**src/hw/rtl/srtf_pkg.sv**
```systemverilog
package srtf_pkg;

	localparam int QUEUE_DEPTH   = 16;
	localparam int DURATION_BITS = 16;

	localparam logic CMD_ARRIVE = 1'b0;
	localparam logic CMD_TICK   = 1'b1;

	typedef logic [DURATION_BITS-1:0] rem_t;

	typedef struct packed {
		logic [7:0] id;
		logic [5:0] user;
		rem_t       rem;
	} entry_t;

	typedef struct packed {
		logic   insert;
		logic   pop;
		logic   dec;
		entry_t new_ent;
	} cell_ctl_t;

	typedef struct packed {
		logic        running_valid;
		logic [7:0]  running_job;
		logic [31:0] tick_time;
		logic        finished_valid;
		logic [5:0]  finished_user;
		logic [31:0] finish_time;
		logic        overflow;
	} result_t;

endpackage

```
**src/hw/rtl/srtf_in_if.sv**
```systemverilog
interface srtf_in_if;
	logic        valid;
	logic        ready;
	logic        command;
	logic [7:0]  job_id;
	logic [5:0]  user_id;
	logic [15:0] job_duration;

	modport source (output valid, command, job_id, user_id, job_duration, input ready);
	modport sink (input valid, command, job_id, user_id, job_duration, output ready);
endinterface

```
**src/hw/rtl/srtf_out_if.sv**
```systemverilog
interface srtf_out_if;
	logic        valid;
	logic        ready;
	logic        running_valid;
	logic [7:0]  running_job;
	logic [31:0] tick_time;
	logic        finished_valid;
	logic [5:0]  finished_user;
	logic [31:0] finish_time;
	logic        overflow;

	modport source (
		output valid, running_valid, running_job, tick_time, finished_valid,
			finished_user, finish_time, overflow,
		input ready
	);
	modport sink (
		input valid, running_valid, running_job, tick_time, finished_valid,
			finished_user, finish_time, overflow,
		output ready
	);
endinterface

```
**src/hw/rtl/srtf_cell.sv**
```systemverilog
module srtf_cell (
	input  logic               clk,
	input  logic               arst_n,
	input  srtf_pkg::cell_ctl_t ctl,
	input  logic               left_keep,
	input  logic               left_valid,
	input  srtf_pkg::entry_t   left_ent,
	input  logic               right_valid,
	input  srtf_pkg::entry_t   right_ent,
	output logic               valid,
	output logic               keep,
	output srtf_pkg::entry_t   ent
);
	import srtf_pkg::*;

	logic   valid_q;
	entry_t ent_q;

	// entry stays in place on insert when it is not longer than the new job
	assign keep  = valid_q && (ent_q.rem <= ctl.new_ent.rem);
	assign valid = valid_q;
	assign ent   = ent_q;

	always_ff @(posedge clk or negedge arst_n) begin
		if (!arst_n) begin
			valid_q <= 1'b0;
		end else if (ctl.pop) begin
			valid_q <= right_valid;
		end else if (ctl.insert && !keep) begin
			valid_q <= left_keep ? 1'b1 : left_valid;
		end
	end

	always_ff @(posedge clk) begin
		if (ctl.pop) begin
			ent_q <= right_ent;
		end else if (ctl.insert && !keep) begin
			ent_q <= left_keep ? ctl.new_ent : left_ent;
		end else if (ctl.dec) begin
			ent_q.rem <= ent_q.rem - rem_t'(1);
		end
	end
endmodule

```
**src/hw/rtl/shortest_remaining_time_scheduler_top.sv**
```systemverilog
// channel     dir  handshake      payload
// job_in      in   valid/ready    command, job_id, user_id, job_duration
// result_out  out  valid/ready    running/finished fields, tick_time, overflow
//
// one item per cycle while job_in.ready is high: the row of cells updates in the cycle the item transfers
// the result is registered and shows in the cycle after the input transfer
// job_in.ready is high while the result register is empty or being taken
// reset empties the row and the result register and clears the time counter

module shortest_remaining_time_scheduler_top (
	input logic        clk,
	input logic        arst_n,
	srtf_in_if.sink    job_in,
	srtf_out_if.source result_out
);
	import srtf_pkg::*;

	logic        out_valid_q;
	result_t     res_q;
	result_t     res_d;
	logic [31:0] time_q;

	logic   accept, full, empty, is_arrive, is_tick, insert, run, pop;
	rem_t   dur;
	entry_t new_ent;

	logic      valid [QUEUE_DEPTH];
	logic      keep  [QUEUE_DEPTH];
	entry_t    ent   [QUEUE_DEPTH];
	cell_ctl_t ctl   [QUEUE_DEPTH];

	assign job_in.ready = !out_valid_q || result_out.ready;
	assign accept       = job_in.valid && job_in.ready;

	assign dur       = job_in.job_duration[DURATION_BITS-1:0];
	assign full      = valid[QUEUE_DEPTH-1];
	assign empty     = !valid[0];
	assign is_arrive = accept && (job_in.command == CMD_ARRIVE);
	assign is_tick   = accept && (job_in.command == CMD_TICK);
	assign insert    = is_arrive && !full && (dur != '0);
	assign run       = is_tick && !empty;
	assign pop       = run && (ent[0].rem == rem_t'(1));

	assign new_ent.id   = job_in.job_id;
	assign new_ent.user = job_in.user_id;
	assign new_ent.rem  = dur;

	for (genvar k = 0; k < QUEUE_DEPTH; k++) begin : g_row
		logic   l_keep, l_valid, r_valid;
		entry_t l_ent, r_ent;

		assign ctl[k].insert  = insert;
		assign ctl[k].pop     = pop;
		assign ctl[k].dec     = (k == 0) ? (run && !pop) : 1'b0;
		assign ctl[k].new_ent = new_ent;

		if (k == 0) begin : g_head
			assign l_keep  = 1'b1;
			assign l_valid = 1'b0;
			assign l_ent   = new_ent;
		end else begin : g_body
			assign l_keep  = keep[k-1];
			assign l_valid = valid[k-1];
			assign l_ent   = ent[k-1];
		end

		if (k == QUEUE_DEPTH - 1) begin : g_tail
			assign r_valid = 1'b0;
			assign r_ent   = new_ent;
		end else begin : g_mid
			assign r_valid = valid[k+1];
			assign r_ent   = ent[k+1];
		end

		srtf_cell u_cell (
			.clk         (clk),
			.arst_n      (arst_n),
			.ctl         (ctl[k]),
			.left_keep   (l_keep),
			.left_valid  (l_valid),
			.left_ent    (l_ent),
			.right_valid (r_valid),
			.right_ent   (r_ent),
			.valid       (valid[k]),
			.keep        (keep[k]),
			.ent         (ent[k])
		);
	end

	always_comb begin
		res_d = '0;
		if (is_arrive) begin
			res_d.overflow = full;
		end else begin
			res_d.tick_time = time_q;
			if (!empty) begin
				res_d.running_valid = 1'b1;
				res_d.running_job   = ent[0].id;
			end
			if (pop) begin
				res_d.finished_valid = 1'b1;
				res_d.finished_user  = ent[0].user;
				res_d.finish_time    = time_q + 32'd1;
			end
		end
	end

	always_ff @(posedge clk or negedge arst_n) begin
		if (!arst_n) begin
			out_valid_q <= 1'b0;
			time_q      <= '0;
		end else begin
			if (accept) begin
				out_valid_q <= 1'b1;
			end else if (result_out.ready) begin
				out_valid_q <= 1'b0;
			end
			if (is_tick) begin
				time_q <= time_q + 32'd1;
			end
		end
	end

	always_ff @(posedge clk) begin
		if (accept) begin
			res_q <= res_d;
		end
	end

	assign result_out.valid          = out_valid_q;
	assign result_out.running_valid  = res_q.running_valid;
	assign result_out.running_job    = res_q.running_job;
	assign result_out.tick_time      = res_q.tick_time;
	assign result_out.finished_valid = res_q.finished_valid;
	assign result_out.finished_user  = res_q.finished_user;
	assign result_out.finish_time    = res_q.finish_time;
	assign result_out.overflow       = res_q.overflow;
endmodule

```
**src/flat_wrapper.sv**
```systemverilog
// flat-port wrapper written by rule: the top's interface ports become plain ports
module shortest_remaining_time_scheduler_top_flat import srtf_pkg::*;
  (clk, arst_n, job_in_valid, job_in_command, job_in_job_id, job_in_user_id, job_in_job_duration, job_in_ready, result_out_valid, result_out_running_valid, result_out_running_job, result_out_tick_time, result_out_finished_valid, result_out_finished_user, result_out_finish_time, result_out_overflow, result_out_ready);
  srtf_in_if job_in_i ();
  srtf_out_if result_out_i ();
  input logic clk;
  input logic arst_n;
  input wire logic [$bits(job_in_i.valid)-1:0] job_in_valid;
  input wire logic [$bits(job_in_i.command)-1:0] job_in_command;
  input wire logic [$bits(job_in_i.job_id)-1:0] job_in_job_id;
  input wire logic [$bits(job_in_i.user_id)-1:0] job_in_user_id;
  input wire logic [$bits(job_in_i.job_duration)-1:0] job_in_job_duration;
  output wire logic [$bits(job_in_i.ready)-1:0] job_in_ready;
  output wire logic [$bits(result_out_i.valid)-1:0] result_out_valid;
  output wire logic [$bits(result_out_i.running_valid)-1:0] result_out_running_valid;
  output wire logic [$bits(result_out_i.running_job)-1:0] result_out_running_job;
  output wire logic [$bits(result_out_i.tick_time)-1:0] result_out_tick_time;
  output wire logic [$bits(result_out_i.finished_valid)-1:0] result_out_finished_valid;
  output wire logic [$bits(result_out_i.finished_user)-1:0] result_out_finished_user;
  output wire logic [$bits(result_out_i.finish_time)-1:0] result_out_finish_time;
  output wire logic [$bits(result_out_i.overflow)-1:0] result_out_overflow;
  input wire logic [$bits(result_out_i.ready)-1:0] result_out_ready;
  assign job_in_i.valid = job_in_valid;
  assign job_in_i.command = job_in_command;
  assign job_in_i.job_id = job_in_job_id;
  assign job_in_i.user_id = job_in_user_id;
  assign job_in_i.job_duration = job_in_job_duration;
  assign job_in_ready = job_in_i.ready;
  assign result_out_valid = result_out_i.valid;
  assign result_out_running_valid = result_out_i.running_valid;
  assign result_out_running_job = result_out_i.running_job;
  assign result_out_tick_time = result_out_i.tick_time;
  assign result_out_finished_valid = result_out_i.finished_valid;
  assign result_out_finished_user = result_out_i.finished_user;
  assign result_out_finish_time = result_out_i.finish_time;
  assign result_out_overflow = result_out_i.overflow;
  assign result_out_i.ready = result_out_ready;
  shortest_remaining_time_scheduler_top u_core (.clk(clk), .arst_n(arst_n), .job_in(job_in_i), .result_out(result_out_i));
endmodule
```
**config.mk**
```make
export PLATFORM = sky130hd
export DESIGN_NAME = shortest_remaining_time_scheduler_top_flat
export DESIGN_NICKNAME = d
export VERILOG_FILES = /design/src/hw/rtl/srtf_pkg.sv /design/src/hw/rtl/srtf_in_if.sv /design/src/hw/rtl/srtf_out_if.sv /design/src/hw/rtl/srtf_cell.sv /design/src/hw/rtl/shortest_remaining_time_scheduler_top.sv /design/src/flat_wrapper.sv
export SDC_FILE = /design/constraint.sdc
export NUM_CORES = 2
export LEC_CHECK = 0
export BUFFER_PORTS_ARGS = -buffer_cell sky130_fd_sc_hd__buf_2
export CAP_MARGIN = 10
export CORE_MARGIN = 2
export CORE_UTILIZATION = 33
export DETAILED_ROUTE_END_ITERATION = 8
export PLACE_DENSITY = 0.51
export SLEW_MARGIN = 10
export SYNTH_ARGS = -nofsm -noshare
export SYNTH_HDL_FRONTEND = slang
export SYNTH_SLANG_ARGS = --single-unit
```
**constraint.sdc**
```tcl
create_clock -name clk -period 7.3 [get_ports clk]
set_clock_uncertainty 0.1 [all_clocks]
set_input_delay 1.825 -clock clk [delete_from_list [all_inputs] [get_ports clk]]
set_output_delay 1.825 -clock clk [all_outputs]
set_load 0.01 [all_outputs]
```
; Word-level counts from Yosys, hierarchy flattened
; Cells that the tools add are included.
[word_totals]
reg_bits = 610
output_inout_bits = 83
[classes]
add_sub_neg = 2
n_lt_le_gt_ge = 16
eq_ne = 1
muxes = 115
n_bitwise = 3
n_reduce_logical = 81
[ops]
columns = op, count
row1 = 2-to-1 mux 30 bit, 31
row2 = 2-to-1 mux 16 bit, 17
row3 = <= comparator 16 bit, 16
row4 = 2-to-1 mux 14 bit, 16
row5 = 2-to-1 mux 1 bit, 49
row6 = logical AND 1 bit, 40
row7 = 2-to-1 mux 39 bit, 1
row8 = nonzero test 2 bit, 17
row9 = adder 32 x 1 -> 32 bit (second input constant), 1
row10 = logical NOT 1 bit, 19
row11 = equality test 16 x 1 -> 1 bit (second input constant), 1
row12 = nonzero test 16 bit, 1
row13 = subtractor 16 x 1 -> 16 bit (second input constant), 1
row14 = 2-to-1 mux 9 bit, 1
row15 = OR reduction 2 bit, 2
row16 = inverter 1 bit, 3
row17 = nonzero test 3 bit, 1
row18 = logical OR 1 bit, 1

; Logic depth before layout (Yosys ltp)
[logic_depth]
word_depth = 11
depth_mapped = 13
mapped_depth_nobuf = 9

; Hierarchy
; Synthesis repeated with hierarchy kept, for this count alone.
[unflattened]
hier_cells = 4778
area_unflattened_um2 = 45117.0
[modules_own_cells]
columns = module, instances, cells_per_inst, area_per_inst_um2, seq_area_each_um2
row1 = srtf_cell at u_core.g_row[0].u_cell ..., 12, 272, 2493.6, 925.9
row2 = srtf_cell at u_core.g_row[6].u_cell ..., 4, 273, 2512.4, 925.9
row3 = shortest_remaining_time_scheduler_top, 1, 422, 5143.7, 3258.1

; Worst setup path before layout
; Ideal clock, no wire load.
[synth_timing]
path_kind = in2reg
from = input result_out_ready
to = register u_core.g_row[10].u_cell.ent_q, in the netlist u_core.g_row[10].u_cell.ent[0] (enable)
setup_time_ns = 0.459
arrival_time_ns = 7.437
required_time_ns = 6.741
slack_ns = -0.695
stages = 6
path_buffers = 2
cell_sequence = nand2b_1 -> and2_1 -> clkbuf_1 -> nand4_1 -> clkbuf_1 -> o21ai_0
[synth_via]
elab_chain_cells = 7
[synth_lines]
columns = element, line_no
row1 = "start, declared", flat_wrapper.sv:22  ; input wire logic [$bits(result_out_i.ready)-1:0] result_out_ready;
row2 = logical OR 1 bit (*), shortest_remaining_time_scheduler_top.sv:32  ; assign job_in.ready = !out_valid_q || result_out.ready;
row3 = logical AND 1 bit (*), shortest_remaining_time_scheduler_top.sv:33  ; assign accept = job_in.valid && job_in.ready;
row4 = net u_core.accept, shortest_remaining_time_scheduler_top.sv:23  ; logic accept, full, empty, is_arrive, is_tick, insert, run, pop;
row5 = logical AND 1 bit, shortest_remaining_time_scheduler_top.sv:38  ; assign is_arrive = accept && (job_in.command == CMD_ARRIVE);
row6 = logical AND 1 bit (2 in series), shortest_remaining_time_scheduler_top.sv:40  ; assign insert = is_arrive && !full && (dur != '0);
row7 = logical AND 1 bit, srtf_cell.sv:37  ; end else if (ctl.insert && !keep) begin
row8 = nonzero test 2 bit (no source line) (*), n/a
row9 = "end signal, assigned", srtf_cell.sv:36  ; ent_q <= right_ent;
row10 = "end signal, assigned", srtf_cell.sv:38  ; ent_q <= left_keep ? ctl.new_ent : left_ent;
row11 = "end, declared", srtf_cell.sv:17  ; entry_t ent_q;
; The timed path passes the listed nets; every way through them passes the cells marked *.
; A chain may end at the register's enable or synchronous reset.

; Worst setup path after layout
[layout_timing]
from = input job_in_job_duration[12]
to = register u_core.g_row[5].u_cell.ent_q, in the netlist u_core.g_row[5].u_cell.ent[8] (enable)
[layout_via]
elab_chain_cells = 5
[layout_lines]
columns = element, line_no
row1 = "start, declared", flat_wrapper.sv:12  ; input wire logic [$bits(job_in_i.job_duration)-1:0] job_in_job_duration;
row2 = <= comparator 16 bit, srtf_cell.sv:20  ; assign keep = valid_q && (ent_q.rem <= ctl.new_ent.rem);
row3 = logical AND 1 bit, srtf_cell.sv:20
row4 = logical NOT 1 bit, srtf_cell.sv:37
row5 = logical AND 1 bit (*), srtf_cell.sv:37
row6 = nonzero test 2 bit (no source line) (*), n/a
row7 = "end signal, assigned", srtf_cell.sv:36
row8 = "end signal, assigned", srtf_cell.sv:38
row9 = "end, declared", srtf_cell.sv:17
; Mark *: on every way between the ends. The rest lies on a longest branch, timed or not.

==> results.ini <==
[setup_path]
ff2ff_setup_slack_ns = 3.26
worstSetupPathType = input pin to register
crit_path_max_fanout = 28
arrival_ns = 5.79
cp-end-kind = register
start_kind = input pin
worstPathRequired_ns = 7.58

[finish]
final_cell_area_mm2 = 0.0456
final_util_pct = 36.8
nFillCells = 12600
n_antenna_cell = 0
regArea_mm2 = 0.0181
fin_nets = 4868
final_layout_size_suffix_gt1_share_pct = 9.02
area_growth_pct = 10.9
multi_input_area_mm2 = 0.0210

[sta]
period_share_pct = 75.4
holdWs_ns = 0.407
finalSetupTns_ns = 0
slew-limit-headroom_pct = 21.5
rsz0062_at_grt = no
report.final.slew_viol_count = 0
worst_pin_slew_ns = 1.18
fmax_mhz = 182
final.min_clock_period_ns = 5.51
finalSetupViolCount = 0
final-hold-violation-count = 0

[detailed_routing]
ant_nets = 0
drt_iter0_drc = 4088
drc_errors = 0
dr.pass1.iters = 6
wl_um = 160000
wire_per_inst_um = 25.4
vias = 37300
vias_per_cell = 5.93

[clocking]
cts_tree = yes
cts_resized = 0
hold_buffers = 0
clock_latency_ns = 0.68
cts_buffer_depth = 3
root_buffer = clkbuf_16
cts_max_level = 3
clkSinkCount = 610
cts_setup_buffers = 0
path_clk_slew_ns = 0.06
cts_buffers = 77

[place]
gp_congestion = 0.875
port-buffer-count = 117
placed_area_mm2 = 0.0430
post-dp-hpwl_um = 103000

[die]
fp.dieArea_mm2 = 0.127
io_pins = 118
core_area_mm2 = 0.124
die_h_um = 357
initial_core_util_pct = 33.2
die_x_um = 357
num_rows = 129

[logic_synthesis]
synth_nets = 4963
ys_ff_latch = 610
ys_warn_count = 0
ys_types = 63
synth_most_common_cell = nor2_1
netlist_area_mm2 = 0.0411
netlist.area_leader.share_pct = 41.0
synthTopCellsByCount = nor2_1, edfxtp_1, nand2_1
avgSynthCellArea_um2 = 8.77
synth_area_leaders = edfxtp_1, nor2_1, ha_1, o221ai_1, nand2_1
synth_seq_area_share_pct = 44.0
synthFlopType = edfxtp_1
yosysTopAreaCell = edfxtp_1
synth_edf_count = 561
async_reset_ff_share_pct = 8.03
netlist_instances = 4685

[job]
cap_violations = 0

[power_and_ir_drop]
vdd_drop_max_uv = 205
leakage_nw = 17.0
powerDensity_mw_per_mm2 = 286

[global_routing]
first_global_vias = 33900
grt_pass1_wl_um = 233000
grt_overflow = 0
track_usage_pct = 24.3
antenna_found_initial = 6
grt_max_degree = 201

[min_path]
hold_class = register to register

[status]
outcome = completed

[cell type report]
type / instances / area share [%]
flip-flops and latches: 610 / 39.7
inverters: 49 / 0.420
clock buffers: 100 / 4.63
repair buffers: 249 / 3.57
multi-input cells: 3603 / 46.2
well taps: 1637 / 4.50
clock inverters: 43 / 1.04
[report_power, final]
group / switching, W / internal [W] / total [W]
clock: 0.00168 / 0.00233 / 0.00401
sequential: 0.000462 / 0.00450 / 0.00496
combinational: 0.00258 / 0.00146 / 0.00404
[routing by layer]
layer  vias to the layer above  track usage [%]  share of wire [%]
li1                      17000                -                  -
met1                     18400             34.1                 44
met2                      1614             37.9                 44
met3                       278             3.24                7.5
met4                         0             9.29                3.9
met5                         -                0                  0
[stage by stage]
step                      power [W]  setup slack [ns]  instances
after floorplan             0.00784             0.590       4685
after global placement      0.00894              1.25       6148
after detailed placement    0.00902              1.23       6148
after CTS                    0.0130              1.93       6291
after global routing         0.0137              1.61       6291
final                        0.0130              1.79       6291
[flip-flops by register name, summed over array words and instances (netlist names)]
| name | cells |
|---|---|
| u_core.result_out.running_job | 8 |
| u_core.time_q | 32 |
| u_core.result_out.overflow | 1 |
| u_core.g_row.u_cell.ent | 480 |
| u_core.g_row.u_cell.valid | 16 |
| u_core.result_out.finish_time | 32 |
| u_core.result_out.finished_user | 6 |
| u_core.result_out.tick_time | 32 |
| u_core.result_out.finished_valid | 1 |
| u_core.result_out.valid | 1 |
| u_core.result_out.running_valid | 1 |
[final timing paths]
| check | startpoint | to | cells past startpoint |
|---|---|---|---|
| worst min register to register | u_core.time_q[31]$_DFFE_PN0P_ | u_core.time_q[31]$_DFFE_PN0P_ | 1 |
| worst max register to register | u_core.g_row[0].u_cell.ent[7]$_DFFE_PP_ | u_core.g_row[15].u_cell.ent[14]$_DFFE_PP_ | 7 |
| max in group asynchronous | arst_n | u_core.g_row[3].u_cell.valid$_DFFE_PN0P_ | 2 |
| worst max-delay path | job_in_job_duration[12] | u_core.g_row[5].u_cell.ent[8]$_DFFE_PP_ | 11 |
| worst min-delay path | u_core.time_q[31]$_DFFE_PN0P_ | u_core.time_q[31]$_DFFE_PN0P_ | 1 |
| min in group asynchronous | arst_n | u_core.time_q[28]$_DFFE_PN0P_ | 2 |
[worst max-delay path, cell delays in order]
cell and delay, ns:
buf_2 0.64, inv_1 0.08, buf_4 0.34, ha_1 0.37, nand4_1 0.22, nor3_1 0.30, o21ai_0 0.19, a31oi_1 0.60
nor2b_1 0.20, o21ai_4 0.68, buf_4 0.28
[cell families (layout without fill, tap and decap cells)]
kind of cell	after synthesis	after routing	share of synthesized area (%)
adder cells (fa/ha/maj)	243	243	7.40
AO/OA/AOI/OAI	1114	1114	17.9
XOR/XNOR	66	66	1.41
buffers and inverters	472	441	5.02
flip-flops	610	610	44.0
AND/OR/NAND/NOR	2131	2131	23.0
multiplexers	49	49	1.29
[cell usage in the layout (no fill, tap or decap), types with 48 or more instances in the layout]
cell and instances:
a21oi_1 233, nor3b_1 127, o21ai_0 242, nand4_1 77
o221ai_1 263, inv_1 48, nor2_1 1192, ha_1 243
o22ai_1 173, and3_1 56, a211oi_1 79, buf_2 117
nor3_1 94, nand2_1 386, and2_1 53, edfxtp_1 561
buf_4 128, clkbuf_16 80
(Power assumes the default switching activity.)
